## src/lag_pkg.sv

```systemverilog
// ----------------------------------------------------------------------------
// lag_pkg: shared types and constants for the life generation block
// grid limits, configuration register codes, queue entry and snapshot types,
// and the b3/s23 cell rule
// ----------------------------------------------------------------------------
package lag_pkg;

  localparam int MAX_COLS   = 32;
  localparam int MAX_ROWS   = 1024;
  localparam int MIN_COLS   = 3;
  localparam int COL_W      = $clog2(MAX_COLS);
  localparam int ROW_W      = $clog2(MAX_ROWS);
  localparam int ROWS_CFG_W = 11;
  localparam int COLS_CFG_W = 6;
  localparam int CFG_DATA_W = 11;
  localparam int CFG_IDX_W  = 2;
  localparam int WIN_W      = 9;
  localparam int CNT_W      = 4;

  localparam logic [ROWS_CFG_W-1:0] RESET_GRID_ROWS = 11'd32;
  localparam logic [COLS_CFG_W-1:0] RESET_GRID_COLS = 6'd32;

  localparam logic [CNT_W-1:0] BIRTH_COUNT   = 4'd3;
  localparam logic [CNT_W-1:0] SURVIVE_COUNT = 4'd2;

  // configuration register indexes
  typedef enum logic [CFG_IDX_W-1:0] {
    REG_GRID_ROWS = 2'd0,
    REG_GRID_COLS = 2'd1
  } cfg_reg_e;

  // effective grid geometry, already clamped
  typedef struct packed {
    logic [ROW_W-1:0] last_row;
    logic [COL_W-1:0] last_col;
  } geom_t;

  // one column of the 3x3 neighbourhood: [0] top, [1] middle, [2] bottom
  typedef logic [2:0] colv_t;

  // work handed from the front to the back for one accepted cell
  typedef struct packed {
    logic [ROW_W-1:0] row;
    logic [COL_W-1:0] col;
    logic             has0;
    logic             has1;
    logic             flush;
    logic [WIN_W-1:0] win0;
    logic [WIN_W-1:0] win1;
  } entry_t;

  // the last two rows of a frame, bit j is column j
  typedef struct packed {
    logic [MAX_COLS-1:0] above;
    logic [MAX_COLS-1:0] cur;
  } snap_t;

  typedef enum logic [1:0] {
    BK_HEAD,
    BK_SECOND,
    BK_BURST
  } back_state_e;

  // neighbourhood bit dy*3+dx, centre at bit 4
  function automatic logic [WIN_W-1:0] win9(colv_t l, colv_t m, colv_t r);
    return {r[2], m[2], l[2], r[1], m[1], l[1], r[0], m[0], l[0]};
  endfunction

  function automatic logic life_next(logic [WIN_W-1:0] w);
    logic [CNT_W-1:0] n;
    n = '0;
    for (int i = 0; i < WIN_W; i++) begin
      if (i != 4) n = n + {{(CNT_W-1){1'b0}}, w[i]};
    end
    return (n == BIRTH_COUNT) || (w[4] && (n == SURVIVE_COUNT));
  endfunction

endpackage

```

## src/lag_queue.sv

```systemverilog
// ----------------------------------------------------------------------------
// lag_queue: short work queue between front and back
// register based fifo of entry words, head shown combinationally
// ----------------------------------------------------------------------------
module lag_queue import lag_pkg::*; #(
  parameter int DEPTH = 4
) (
  input  logic   clk_i,
  input  logic   rst_ni,
  input  logic   push_i,
  input  entry_t data_i,
  input  logic   pop_i,
  output entry_t head_o,
  output logic   full_o,
  output logic   empty_o
);

  localparam int PTR_W = (DEPTH > 1) ? $clog2(DEPTH) : 1;
  localparam int CNT_W_Q = $clog2(DEPTH + 1);

  entry_t               mem_q [DEPTH];
  logic [PTR_W-1:0]     wr_ptr_q, wr_ptr_d;
  logic [PTR_W-1:0]     rd_ptr_q, rd_ptr_d;
  logic [CNT_W_Q-1:0]   count_q, count_d;
  logic                 do_push, do_pop;

  assign full_o  = (count_q == CNT_W_Q'(DEPTH));
  assign empty_o = (count_q == '0);
  assign head_o  = mem_q[rd_ptr_q];
  assign do_push = push_i && !full_o;
  assign do_pop  = pop_i && !empty_o;

  always_comb begin
    wr_ptr_d = wr_ptr_q;
    rd_ptr_d = rd_ptr_q;
    count_d  = count_q;
    if (do_push) begin
      wr_ptr_d = (wr_ptr_q == PTR_W'(DEPTH - 1)) ? '0 : wr_ptr_q + PTR_W'(1);
    end
    if (do_pop) begin
      rd_ptr_d = (rd_ptr_q == PTR_W'(DEPTH - 1)) ? '0 : rd_ptr_q + PTR_W'(1);
    end
    if (do_push && !do_pop) count_d = count_q + CNT_W_Q'(1);
    else if (do_pop && !do_push) count_d = count_q - CNT_W_Q'(1);
  end

  always_ff @(posedge clk_i or negedge rst_ni) begin
    if (!rst_ni) begin
      wr_ptr_q <= '0;
      rd_ptr_q <= '0;
      count_q  <= '0;
    end else begin
      wr_ptr_q <= wr_ptr_d;
      rd_ptr_q <= rd_ptr_d;
      count_q  <= count_d;
    end
  end

  always_ff @(posedge clk_i) begin
    if (do_push) mem_q[wr_ptr_q] <= data_i;
  end

endmodule

```

## src/lag_front.sv

```systemverilog
// ----------------------------------------------------------------------------
// lag_front: cell intake and classification
// tracks raster position, keeps two line buffers and a column window, and
// turns each cell that has work into a queue entry; captures the last two rows at frame end
// ----------------------------------------------------------------------------
module lag_front import lag_pkg::*; (
  input  logic   clk_i,
  input  logic   rst_ni,
  input  geom_t  geom_i,
  input  logic   restart_i,
  input  logic   push_i,
  input  logic   alive_i,
  output logic   full_o,
  input  logic   q_full_i,
  output logic   q_push_o,
  output entry_t q_entry_o,
  input  logic   snap_take_i,
  output snap_t  snap_o
);

  logic [ROW_W-1:0]    row_q, row_d;
  logic [COL_W-1:0]    col_q, col_d;
  logic [MAX_COLS-1:0] l1_q, l1_d;
  logic [MAX_COLS-1:0] l2_q, l2_d;
  colv_t               w1_q, w2_q;
  snap_t               snap_q;
  logic                snap_full_q;

  logic  at_last_col, at_last_row, final_pos, accept;
  colv_t cur_v, left0;
  snap_t snap_d;

  assign at_last_col = (col_q == geom_i.last_col);
  assign at_last_row = (row_q == geom_i.last_row);
  assign final_pos   = at_last_col && at_last_row;
  assign full_o      = q_full_i || (final_pos && snap_full_q);
  assign accept      = push_i && !full_o;

  always_comb begin
    cur_v[0] = (row_q > ROW_W'(1)) ? l2_q[col_q] : 1'b0;
    cur_v[1] = l1_q[col_q];
    cur_v[2] = alive_i;
    left0    = (col_q > COL_W'(1)) ? w2_q : '0;

    l1_d        = l1_q;
    l1_d[col_q] = alive_i;
    l2_d        = l2_q;
    l2_d[col_q] = l1_q[col_q];

    snap_d.above = (row_q == '0) ? '0 : l2_d;
    snap_d.cur   = l1_d;

    q_entry_o.row   = row_q;
    q_entry_o.col   = col_q;
    q_entry_o.has0  = (row_q != '0) && (col_q != '0);
    q_entry_o.has1  = (row_q != '0) && at_last_col;
    q_entry_o.flush = final_pos;
    q_entry_o.win0  = win9(left0, w1_q, cur_v);
    q_entry_o.win1  = win9(w1_q, cur_v, '0);

    q_push_o = accept && (q_entry_o.has0 || q_entry_o.has1 || q_entry_o.flush);

    row_d = row_q;
    col_d = col_q;
    if (restart_i) begin
      row_d = '0;
      col_d = '0;
    end else if (accept) begin
      if (final_pos) begin
        row_d = '0;
        col_d = '0;
      end else if (at_last_col) begin
        row_d = row_q + ROW_W'(1);
        col_d = '0;
      end else begin
        col_d = col_q + COL_W'(1);
      end
    end
  end

  assign snap_o = snap_q;

  always_ff @(posedge clk_i or negedge rst_ni) begin
    if (!rst_ni) begin
      row_q       <= '0;
      col_q       <= '0;
      snap_full_q <= 1'b0;
    end else begin
      row_q <= row_d;
      col_q <= col_d;
      if (accept && final_pos) snap_full_q <= 1'b1;
      else if (snap_take_i) snap_full_q <= 1'b0;
    end
  end

  // stale window contents from an earlier frame are masked at use
  always_ff @(posedge clk_i) begin
    if (accept) begin
      l1_q <= l1_d;
      l2_q <= l2_d;
      w1_q <= cur_v;
      w2_q <= w1_q;
      if (final_pos) snap_q <= snap_d;
    end
  end

  a_frame_wrap: assert property (@(posedge clk_i) disable iff (!rst_ni)
    accept && final_pos |=> (row_q == '0) && (col_q == '0))
    else $error("position did not wrap after final cell");

  a_snap_held: assert property (@(posedge clk_i) disable iff (!rst_ni)
    snap_take_i |-> snap_full_q)
    else $error("snapshot taken while none captured");

endmodule

```

## src/lag_back.sv

```systemverilog
// ----------------------------------------------------------------------------
// lag_back: rule evaluation and result sequencing
// works through queue entries, runs the final-row burst from the snapshot,
// tracks changes per frame and drives the output register
// ----------------------------------------------------------------------------
module lag_back import lag_pkg::*; (
  input  logic             clk_i,
  input  logic             rst_ni,
  input  geom_t            geom_i,
  input  logic             restart_i,
  input  logic             q_empty_i,
  input  entry_t           q_head_i,
  output logic             q_pop_o,
  input  snap_t            snap_i,
  output logic             snap_take_o,
  input  logic             pop_i,
  output logic             empty_o,
  output logic             next_alive_o,
  output logic [ROW_W-1:0] cell_row_o,
  output logic [COL_W-1:0] cell_col_o,
  output logic             run_last_o,
  output logic             frame_end_o,
  output logic             unchanged_o
);

  back_state_e         state_q, state_d;
  logic [MAX_COLS-1:0] sa_q, sb_q;
  logic                pa_q, pb_q;
  logic [COL_W-1:0]    bcol_q;
  logic [ROW_W-1:0]    brow_q;
  logic                changed_q;
  logic                out_valid_q;

  logic             out_free, emit, load, shift;
  logic [WIN_W-1:0] e_win;
  logic [ROW_W-1:0] e_row;
  logic [COL_W-1:0] e_col;
  logic             e_last, e_frame, e_next, e_change, e_unchanged;
  logic             burst_end;

  assign out_free  = !out_valid_q || pop_i;
  assign burst_end = (bcol_q == geom_i.last_col);

  always_comb begin
    state_d = state_q;
    q_pop_o = 1'b0;
    emit    = 1'b0;
    load    = 1'b0;
    shift   = 1'b0;
    e_win   = '0;
    e_row   = '0;
    e_col   = '0;
    e_last  = 1'b0;
    e_frame = 1'b0;
    unique case (state_q)
      BK_HEAD: begin
        if (!q_empty_i && out_free) begin
          if (q_head_i.has0) begin
            emit   = 1'b1;
            e_win  = q_head_i.win0;
            e_row  = q_head_i.row - ROW_W'(1);
            e_col  = q_head_i.col - COL_W'(1);
            e_last = !q_head_i.has1 && !q_head_i.flush;
            if (q_head_i.has1) begin
              state_d = BK_SECOND;
            end else begin
              q_pop_o = 1'b1;
              if (q_head_i.flush) begin
                load    = 1'b1;
                state_d = BK_BURST;
              end
            end
          end else begin
            // single-row frame end: straight to the burst
            q_pop_o = 1'b1;
            if (q_head_i.flush) begin
              load    = 1'b1;
              state_d = BK_BURST;
            end
          end
        end
      end
      BK_SECOND: begin
        if (out_free) begin
          emit    = 1'b1;
          e_win   = q_head_i.win1;
          e_row   = q_head_i.row - ROW_W'(1);
          e_col   = q_head_i.col;
          e_last  = !q_head_i.flush;
          q_pop_o = 1'b1;
          if (q_head_i.flush) begin
            load    = 1'b1;
            state_d = BK_BURST;
          end else begin
            state_d = BK_HEAD;
          end
        end
      end
      BK_BURST: begin
        if (out_free) begin
          emit    = 1'b1;
          shift   = 1'b1;
          e_win   = win9({1'b0, pb_q, pa_q}, {1'b0, sb_q[0], sa_q[0]},
                         burst_end ? colv_t'(0) : {1'b0, sb_q[1], sa_q[1]});
          e_row   = brow_q;
          e_col   = bcol_q;
          e_last  = burst_end;
          e_frame = burst_end;
          if (burst_end) state_d = BK_HEAD;
        end
      end
      default: state_d = BK_HEAD;
    endcase
  end

  assign snap_take_o = load;
  assign e_next      = life_next(e_win);
  assign e_change    = (e_next != e_win[4]);
  assign e_unchanged = e_frame && !(changed_q || e_change);
  assign empty_o     = !out_valid_q;

  always_ff @(posedge clk_i or negedge rst_ni) begin
    if (!rst_ni) begin
      state_q     <= BK_HEAD;
      changed_q   <= 1'b0;
      out_valid_q <= 1'b0;
    end else begin
      state_q <= state_d;
      if (restart_i) changed_q <= 1'b0;
      else if (emit && e_frame) changed_q <= 1'b0;
      else if (emit && e_change) changed_q <= 1'b1;
      if (emit) out_valid_q <= 1'b1;
      else if (pop_i) out_valid_q <= 1'b0;
    end
  end

  always_ff @(posedge clk_i) begin
    if (emit) begin
      next_alive_o <= e_next;
      cell_row_o   <= e_row;
      cell_col_o   <= e_col;
      run_last_o   <= e_last;
      frame_end_o  <= e_frame;
      unchanged_o  <= e_unchanged;
    end
    if (load) begin
      sa_q   <= snap_i.above;
      sb_q   <= snap_i.cur;
      pa_q   <= 1'b0;
      pb_q   <= 1'b0;
      bcol_q <= '0;
      brow_q <= q_head_i.row;
    end else if (shift) begin
      pa_q   <= sa_q[0];
      pb_q   <= sb_q[0];
      sa_q   <= sa_q >> 1;
      sb_q   <= sb_q >> 1;
      bcol_q <= bcol_q + COL_W'(1);
    end
  end

  a_second_has_head: assert property (@(posedge clk_i) disable iff (!rst_ni)
    state_q == BK_SECOND |-> !q_empty_i)
    else $error("second result pending with empty queue");

  a_burst_in_grid: assert property (@(posedge clk_i) disable iff (!rst_ni)
    state_q == BK_BURST |-> bcol_q <= geom_i.last_col)
    else $error("burst column beyond grid");

  a_burst_done: assert property (@(posedge clk_i) disable iff (!rst_ni)
    state_q == BK_BURST && out_free && burst_end |=> state_q == BK_HEAD)
    else $error("burst did not finish at last column");

endmodule

```

## src/life_automaton_generation_top.sv

```systemverilog
// ----------------------------------------------------------------------------
// life_automaton_generation_top: streaming game of life, rule b3/s23
// one generation per frame, cells in and results out in raster order
// ----------------------------------------------------------------------------
// order: a cell's result enters the output register once the back takes the entry
//   pushed when its lower-right neighbour is accepted, a row end's second result behind it;
//   the final row follows one a cycle while the output is free, after an idle load step
//   on a single row; throughput: one cell and one result word per cycle unless held by
//   full or a slow pop; a single-row grid adds its load step, so its intake can stall
// reset: grid 32 x 32, position at row 0 column 0, queue and output empty
// ----------------------------------------------------------------------------
module life_automaton_generation_top import lag_pkg::*; #(
  parameter int QUEUE_DEPTH = 4
) (
  input  logic                  clk_i,
  input  logic                  rst_ni,
  // cell intake
  input  logic                  push,
  output logic                  full,
  input  logic                  cell_alive_i,
  // results
  output logic                  empty,
  input  logic                  pop,
  output logic                  next_alive_o,
  output logic [ROW_W-1:0]      cell_row_o,
  output logic [COL_W-1:0]      cell_col_o,
  output logic                  run_last_o,
  output logic                  frame_end_o,
  output logic                  unchanged_o,
  // configuration
  input  logic                  cfg_we_i,
  input  logic [CFG_IDX_W-1:0]  cfg_idx_i,
  input  logic [CFG_DATA_W-1:0] cfg_data_i
);

  // configuration registers, as written
  logic [ROWS_CFG_W-1:0] grid_rows_q;
  logic [COLS_CFG_W-1:0] grid_cols_q;
  logic                  restart;

  // clamped geometry
  logic [ROWS_CFG_W-1:0] rows_eff, rows_m1;
  logic [COLS_CFG_W-1:0] cols_eff, cols_m1;
  geom_t                 geom;

  // front to queue to back
  logic   q_push, q_pop, q_full, q_empty;
  entry_t q_in, q_head;
  snap_t  snap;
  logic   snap_take;

  // a write to a known register restarts the frame
  always_comb begin
    restart = 1'b0;
    if (cfg_we_i) begin
      unique case (cfg_idx_i)
        REG_GRID_ROWS: restart = 1'b1;
        REG_GRID_COLS: restart = 1'b1;
        default:       restart = 1'b0;
      endcase
    end
  end

  always_ff @(posedge clk_i or negedge rst_ni) begin
    if (!rst_ni) begin
      grid_rows_q <= RESET_GRID_ROWS;
      grid_cols_q <= RESET_GRID_COLS;
    end else if (cfg_we_i) begin
      unique case (cfg_idx_i)
        REG_GRID_ROWS: grid_rows_q <= cfg_data_i;
        REG_GRID_COLS: grid_cols_q <= cfg_data_i[COLS_CFG_W-1:0];
        default: ;
      endcase
    end
  end

  // out-of-range sizes are pinned to the nearest legal value
  always_comb begin
    priority if (grid_rows_q == '0) rows_eff = ROWS_CFG_W'(1);
    else if (grid_rows_q > ROWS_CFG_W'(MAX_ROWS)) rows_eff = ROWS_CFG_W'(MAX_ROWS);
    else rows_eff = grid_rows_q;

    priority if (grid_cols_q < COLS_CFG_W'(MIN_COLS)) cols_eff = COLS_CFG_W'(MIN_COLS);
    else if (grid_cols_q > COLS_CFG_W'(MAX_COLS)) cols_eff = COLS_CFG_W'(MAX_COLS);
    else cols_eff = grid_cols_q;

    rows_m1       = rows_eff - ROWS_CFG_W'(1);
    cols_m1       = cols_eff - COLS_CFG_W'(1);
    geom.last_row = rows_m1[ROW_W-1:0];
    geom.last_col = cols_m1[COL_W-1:0];
  end

  // front: position, line buffers, window, frame-end snapshot
  lag_front u_front (
    .clk_i       (clk_i),
    .rst_ni      (rst_ni),
    .geom_i      (geom),
    .restart_i   (restart),
    .push_i      (push),
    .alive_i     (cell_alive_i),
    .full_o      (full),
    .q_full_i    (q_full),
    .q_push_o    (q_push),
    .q_entry_o   (q_in),
    .snap_take_i (snap_take),
    .snap_o      (snap)
  );

  // work queue lets intake run on while results wait
  lag_queue #(
    .DEPTH (QUEUE_DEPTH)
  ) u_queue (
    .clk_i   (clk_i),
    .rst_ni  (rst_ni),
    .push_i  (q_push),
    .data_i  (q_in),
    .pop_i   (q_pop),
    .head_o  (q_head),
    .full_o  (q_full),
    .empty_o (q_empty)
  );

  // back: rule, result order, change tracking, output register
  lag_back u_back (
    .clk_i        (clk_i),
    .rst_ni       (rst_ni),
    .geom_i       (geom),
    .restart_i    (restart),
    .q_empty_i    (q_empty),
    .q_head_i     (q_head),
    .q_pop_o      (q_pop),
    .snap_i       (snap),
    .snap_take_o  (snap_take),
    .pop_i        (pop),
    .empty_o      (empty),
    .next_alive_o (next_alive_o),
    .cell_row_o   (cell_row_o),
    .cell_col_o   (cell_col_o),
    .run_last_o   (run_last_o),
    .frame_end_o  (frame_end_o),
    .unchanged_o  (unchanged_o)
  );

endmodule

```

## config.mk

```make
export PLATFORM = sky130hd
export DESIGN_NAME = life_automaton_generation_top
export DESIGN_NICKNAME = d
export VERILOG_FILES = /design/src/lag_pkg.sv /design/src/lag_queue.sv /design/src/lag_front.sv /design/src/lag_back.sv /design/src/life_automaton_generation_top.sv
export SDC_FILE = /design/constraint.sdc
export NUM_CORES = 1
export LEC_CHECK = 0
export BUFFER_PORTS_ARGS = -buffer_cell sky130_fd_sc_hd__clkbuf_2
export CORE_UTILIZATION = 35
export DETAILED_ROUTE_END_ITERATION = 8
export MAX_ROUTING_LAYER = met4
export PLACE_DENSITY_LB_ADDON = 0.12
export SLEW_MARGIN = 5
export SYNTH_ARGS = -nofsm -noshare
export SYNTH_HDL_FRONTEND = slang
export SYNTH_SLANG_ARGS = --single-unit
```

## constraint.sdc

```tcl
create_clock -name clk_i -period 12.3 [get_ports clk_i]
set_clock_uncertainty 0.05 [all_clocks]
set_input_delay 3.69 -clock clk_i [delete_from_list [all_inputs] [get_ports clk_i]]
set_output_delay 3.69 -clock clk_i [all_outputs]
set_load 0.01 [all_outputs]
```

# Yosys cells after proc, flatten, opt, wreduce, memory -nomap -nowiden
# Memory sizes are Yosys's and may differ from the RTL's.
# Cells that the tools add are included.
[classes]
addsub = 18
multipliers = 0
div_mod_pow = 0
magnitude_cmp = 7
n_eq_ne = 16
shifts = 0
n_mux = 87
n_bitwise = 0
reduce_logical = 54
[ops]
columns = ["op", "count"]
rows = [
  ["$mux 32", 4],
  ["$mux 10", 10],
  ["$bwmux 32", 2],
  ["$mux 5", 10],
  ["$mux 9", 4],
  ["$mux 1", 32],
  ["$pmux 10 s3", 1],
  ["$pmux 9 s3", 1],
  ["$add 4x1->4", 6],
  ["$mux 2", 11],
  ["$sub 10x1->10 const B", 2],
  ["$logic_and 1x1->1", 18],
  ["$pmux 5 s3", 1],
  ["$gt 11x11->1 const B", 1],
  ["$logic_not 11->1", 1],
  ["$add 10x1->10 const B", 1],
  ["$add 5x1->5 const B", 2],
  ["$bmux 1 s5", 2],
  ["$eq 10x10->1", 1],
  ["$eq 5x5->1", 2],
  ["$gt 10x1->1 const B", 1],
  ["$logic_not 10->1", 1],
  ["$reduce_bool 10->1", 1],
  ["$reduce_bool 2->1", 5],
  ["30 further kinds", 62],
]
[word_totals]
register_bits = 278
latch_bits = 0
mem_bits_rw = 132
mem_bits_ro = 0
inputBits = 19
output_inout_bits = 21
word_cells = 212
mem_count = 1
[mem_list]
columns = ["name", "words", "word_bits", "rd", "rd_clocked_by_memory_dff", "write_ports", "line_no", "rtl"]
rows = [
  ["u_queue.mem_q", 4, 33, 1, 0, 1, "lag_queue.sv:21", "entry_t mem_q [DEPTH];"],
]

# Depth between registers and ports, before layout
[depth]
depth_word = 23
mapped_depth = 23
ltp_nobuf = 23

# Hierarchy
# Synthesis repeated with hierarchy kept, for this count alone.
[hier_totals]
cells_unflattened = 1283
hier_area_um2 = 19612.6
[modules_own_cells]
columns = ["module", "instances", "cells_per_inst", "area_per_inst_um2", "seq_area_each_um2"]
rows = [
  ["lag_front", 1, 587, 7479.7, 4424.2],
  ["lag_queue", 1, 225, 5637.9, 4499.3],
  ["lag_back", 1, 371, 5456.5, 3032.9],
  ["life_automaton_generation_top", 1, 100, 1038.5, 427.9],
]

# Worst setup path after synthesis
# No wires, ideal clock.
[synth_timing]
kind = "input to register"
from = "input push"
to = "register u_front.snap_q (netlist bit u_front.snap_o[0]), enable pin"
setup_time_ns = 0.567
t_arrival_ns = 8.456
setup_slack_ns = 3.227
path_stages = 3
n_path_buf = 1
cell_sequence = "nand2_1 -> clkbuf_1 -> nor3_1"
[synth_between]
elab_chain_len = 2
[synth_rtl]
columns = ["item", "line_no", "rtl"]
rows = [
  ["from (decl)", "life_automaton_generation_top.sv:18", "input logic push,"],
  ["$logic_and 1x1->1", "lag_front.sv:37", "assign accept = push_i && !full_o;"],
  ["$reduce_and 2->1 (no source line)", "--", ""],
  ["to (signal assigned)", "lag_front.sv:103", "if (final_pos) snap_q <= snap_d;"],
  ["to (decl)", "lag_front.sv:26", "snap_t snap_q;"],
]
# Every way passes these cells.
# A chain may end at the register's enable or synchronous reset.

# Worst setup path after layout
[layout_timing]
from = "register grid_cols_q[4]"
to = "output full"
[layout_between]
elab_chain_len = 8
word_cells_on_any_way = 9
classes_between = "add/sub (1); order compare (2); eq/ne (1); mux (2); reduce/logical (3)"
[layout_rtl]
columns = ["item", "line_no", "rtl"]
rows = [
  ["from (decl)", "life_automaton_generation_top.sv:38", "logic [COLS_CFG_W-1:0] grid_cols_q;"],
  ["from (signal assigned)", "life_automaton_generation_top.sv:71", "REG_GRID_COLS: grid_cols_q <= cfg_data_i[COLS_CFG_W-1:0];"],
  ["$gt 6x6->1", "life_automaton_generation_top.sv:84", "else if (grid_cols_q > COLS_CFG_W'(MAX_COLS)) cols_eff = COLS_CFG_W'(MAX_COLS);"],
  ["$mux 5", "life_automaton_generation_top.sv:84", ""],
  ["$mux 5 (*)", "life_automaton_generation_top.sv:83", "priority if (grid_cols_q < COLS_CFG_W'(MIN_COLS)) cols_eff = COLS_CFG_W'(MIN_COLS);"],
  ["$sub 5x1->5 (*)", "life_automaton_generation_top.sv:88", "cols_m1 = cols_eff - COLS_CFG_W'(1);"],
  ["$eq 5x5->1 (*)", "lag_front.sv:33", "assign at_last_col = (col_q == geom_i.last_col);"],
  ["$logic_and 1x1->1 (*)", "lag_front.sv:35", "assign final_pos = at_last_col && at_last_row;"],
  ["$logic_and 1x1->1 (*)", "lag_front.sv:36", "assign full_o = q_full_i || (final_pos && snap_full_q);"],
  ["$logic_or 1x1->1 (*)", "lag_front.sv:36", ""],
  ["to (decl)", "life_automaton_generation_top.sv:19", "output logic full,"],
]
# Every way passes the cells marked *; elsewhere a longest branch is shown, timed or not.

==> results.cfg <==
[synthesis]
synth_area_leaders = edfxtp_1, dfrtp_1, mux4_2
ys_types = 71
synth_most_common_cell = edfxtp_1
syn_avg_cell_area_um2 = 13.72
synth_seq_cells = 386
synth_largest_area_cell = edfxtp_1
syn_inst = 1281
async_flop_share_pct = 11.40
synthFlopType = edfxtp_1
netlist.area_leader.share_pct = 57.25
synth_common_cells = edfxtp_1, nand2_1, mux2_2
synth-warning-count = 0
yosysSeqAreaShare_pct = 64.33
syn-cell-area_um2 = 17570
syn_nets = 1331
synth_edf_count = 335

[critical_path]
worstPathArrival_ns = 4.17
crit_fanout = 21
worstPathRequired_ns = 8.56
path_class = register to primary output
crit_path_end_kind = primary output
start_kind = register

[grt]
grt_pass1_vias = 10630
grtUsageTotal_pct = 16.97
antenna_found_initial = 1
grt_pass1_wl_um = 64280
grt_max_degree = 74
overflow = 0

[power_and_ir_drop]
peakVddDrop_uv = 103.8
power_density_nw_per_um2 = 251.5
p_leak_nw = 7.104

[timing]
worst_pin_slew_ns = 1.056
grt_setup_unrepaired = no
setup-violations-final = 0
timing.setup.tns_ns = 0
fmax_ghz = 0.1265
slew_violations = 0
period_needed_ns = 7.907
slew_headroom_pct = 29.57
finalCritPeriodShare_pct = 64.29
finalHoldViolCount = 0

[min_path]
hold_path_class = register to register

[clocking]
cts_tree = built
clock-root-buffer = clkbuf_16
cts_made_buffers = 45
clock_path_buffers = 3
cts_sinks = 386
h-tree-depth = 2
cts_resized = 0
clock_latency_ns = 0.57
clk_pin_slew_worst_paths_ns = 0.06
post_cts_buffers = 0
hold_buffers = 0

[route]
firstDrtPassIters = 5
final_antenna_net_count = 0
drt-initial-drc-count = 770
vias_per_cell = 5.149
dr_total_vias = 10344
drc = 0
totalWireLength_um = 40550
wl_per_cell_um = 20.18

[place]
dp_hpwl_um = 24120
port_buffers = 39
placed_cell_area_um2 = 18510
finalWeightedCongestion = 0.7812

[floorplan]
fp.dieArea_um2 = 51110
fp.dieH_um = 226.1
fp-row-count = 81
fp.dieW_um = 226.1
ios = 40
start_util_pct = 35.68
core-area_um2 = 49250

[finish]
drive_gt1_share_pct = 20.52
nFillCells = 4668
multi_input_area_um2 = 5909
design_area_um2 = 19840
nets = 1363
area_growth_syn_to_layout_pct = 12.88
seqCellArea_um2 = 11300
antennaDiodeCount = 0
post-route-util_pct = 40.27

[flow_run]
drv_cap = 0

[outcome]
status = finished clean
==> stage by stage <==
stage,power [mW],cells,worst slack [ns],hold slack (ns)
final,4.989,2009,4.393,0.4060
after global routing,5.325,2009,4.050,0.4327
after CTS,5.075,2009,4.308,0.4069
after detailed placement,3.826,1930,3.799,0.4016
after global placement,3.804,1930,3.918,0.4022
after floorplan,3.286,1281,3.227,0.3860
==> worst paths after layout <==
kind / from / endpoint / slack (ns) / cells past startpoint
min in group asynchronous: rst_ni / u_back.state_q[1]$_DFFE_PN0P_ / 3.18 / 2
min: u_back.pb_q$_SDFFE_PP0P_ / u_back.pb_q$_SDFFE_PP0P_ / 0.41 / 2
max in group asynchronous: rst_ni / u_queue.rd_ptr_q[0]$_DFFE_PN0P_ / 8.54 / 2
max: grid_cols_q[4]$_DFFE_PN0P_ / full / 4.39 / 11
max reg2reg: grid_cols_q[4]$_DFFE_PN0P_ / u_back.changed_q$_DFFE_PN0P_ / 6.27 / 21
min reg2reg: u_back.pb_q$_SDFFE_PP0P_ / u_back.pb_q$_SDFFE_PP0P_ / 0.41 / 2
==> cell type report <==
class | count | area share [%]
tap | 664 | 4.188
sequential | 386 | 56.99
timing repair buffer | 60 | 1.779
multi-input combinational | 790 | 29.79
clock inverter | 24 | 0.7065
inverter | 30 | 0.5677
clock buffer | 55 | 5.974
==> critical path, cell delays in order (launching register included) <==
cell and delay, ns:
dfrtp_1 0.43, nor4_2 0.44, nor2_1 0.10, ha_1 0.28, mux2_1 0.31, a21oi_1 0.26
nor3_1 0.09, or4_1 0.78, nor4_4 0.35, buf_4 0.30, a21o_1 0.13, clkbuf_2 0.13
==> layer usage <==
layer	global-route usage [%]	vias to the layer above	wire length, um
li1	-	4852	-
met1	22.89	5263	19230
met2	26.49	174	19140
met3	2.849	55	1316
met4	4.555	0	858
met5	-	-	0
==> flip-flops by register name, summed over array words and instances (netlist names), 3 cells and up <==
signal	cells
u_queue.mem_q	108
u_front.w1_q	3
u_front.w2_q	3
u_back.sb_q	32
u_queue.count_q	3
u_front.snap_o	64
grid_cols_q	6
u_back.bcol_q	5
u_front.row_q	10
u_front.l2_q	32
u_back.cell_col_o	5
u_front.col_q	5
u_back.cell_row_o	10
u_front.l1_q	32
u_back.sa_q	32
u_back.brow_q	10
grid_rows_q	11
==> cell usage in the layout (no fill, tap or decap), types with 8 or more instances in the layout <==
cell | Yosys | routed
nor4_1 | 11 | 11
o31ai_1 | 8 | 8
ha_1 | 26 | 26
nor2b_1 | 9 | 9
a22oi_1 | 21 | 21
clkbuf_16 | 0 | 46
mux4_2 | 43 | 43
mux2_2 | 83 | 83
or4_1 | 11 | 11
clkinv_1 | 0 | 9
clkbuf_1 | 65 | 9
nand2b_1 | 13 | 13
o21ai_0 | 16 | 15
and2_1 | 26 | 25
edfxtp_1 | 335 | 335
xnor2_1 | 11 | 11
clkbuf_2 | 0 | 39
nor2_1 | 52 | 50
dfrtp_1 | 42 | 41
a21oi_1 | 30 | 30
nand3_1 | 20 | 20
inv_1 | 29 | 29
xor2_1 | 13 | 13
buf_4 | 1 | 21
nor3_1 | 24 | 23
o21a_1 | 35 | 35
nand2_1 | 236 | 235
==> report_power, final <==
part / leakage [nW] / internal [mW] / switching (mW) / total (mW)
Combinational: 2.73 / 0.625 / 1.01 / 1.63
Clock: 0.635 / 0.684 / 0.543 / 1.23
Sequential: 3.74 / 1.96 / 0.167 / 2.13
==> cells by family (layout without fill, tap and decap cells) <==
family	after synthesis	in the layout	synth area share (%)
compound gates	160	160	6.466
xor+xnor	27	27	1.581
fa+ha+maj	31	31	2.421
buf+inv	105	169	2.328
flops	386	386	64.33
mux	131	131	11.18
simple gates	441	441	11.70
(Power assumes the default switching activity.)
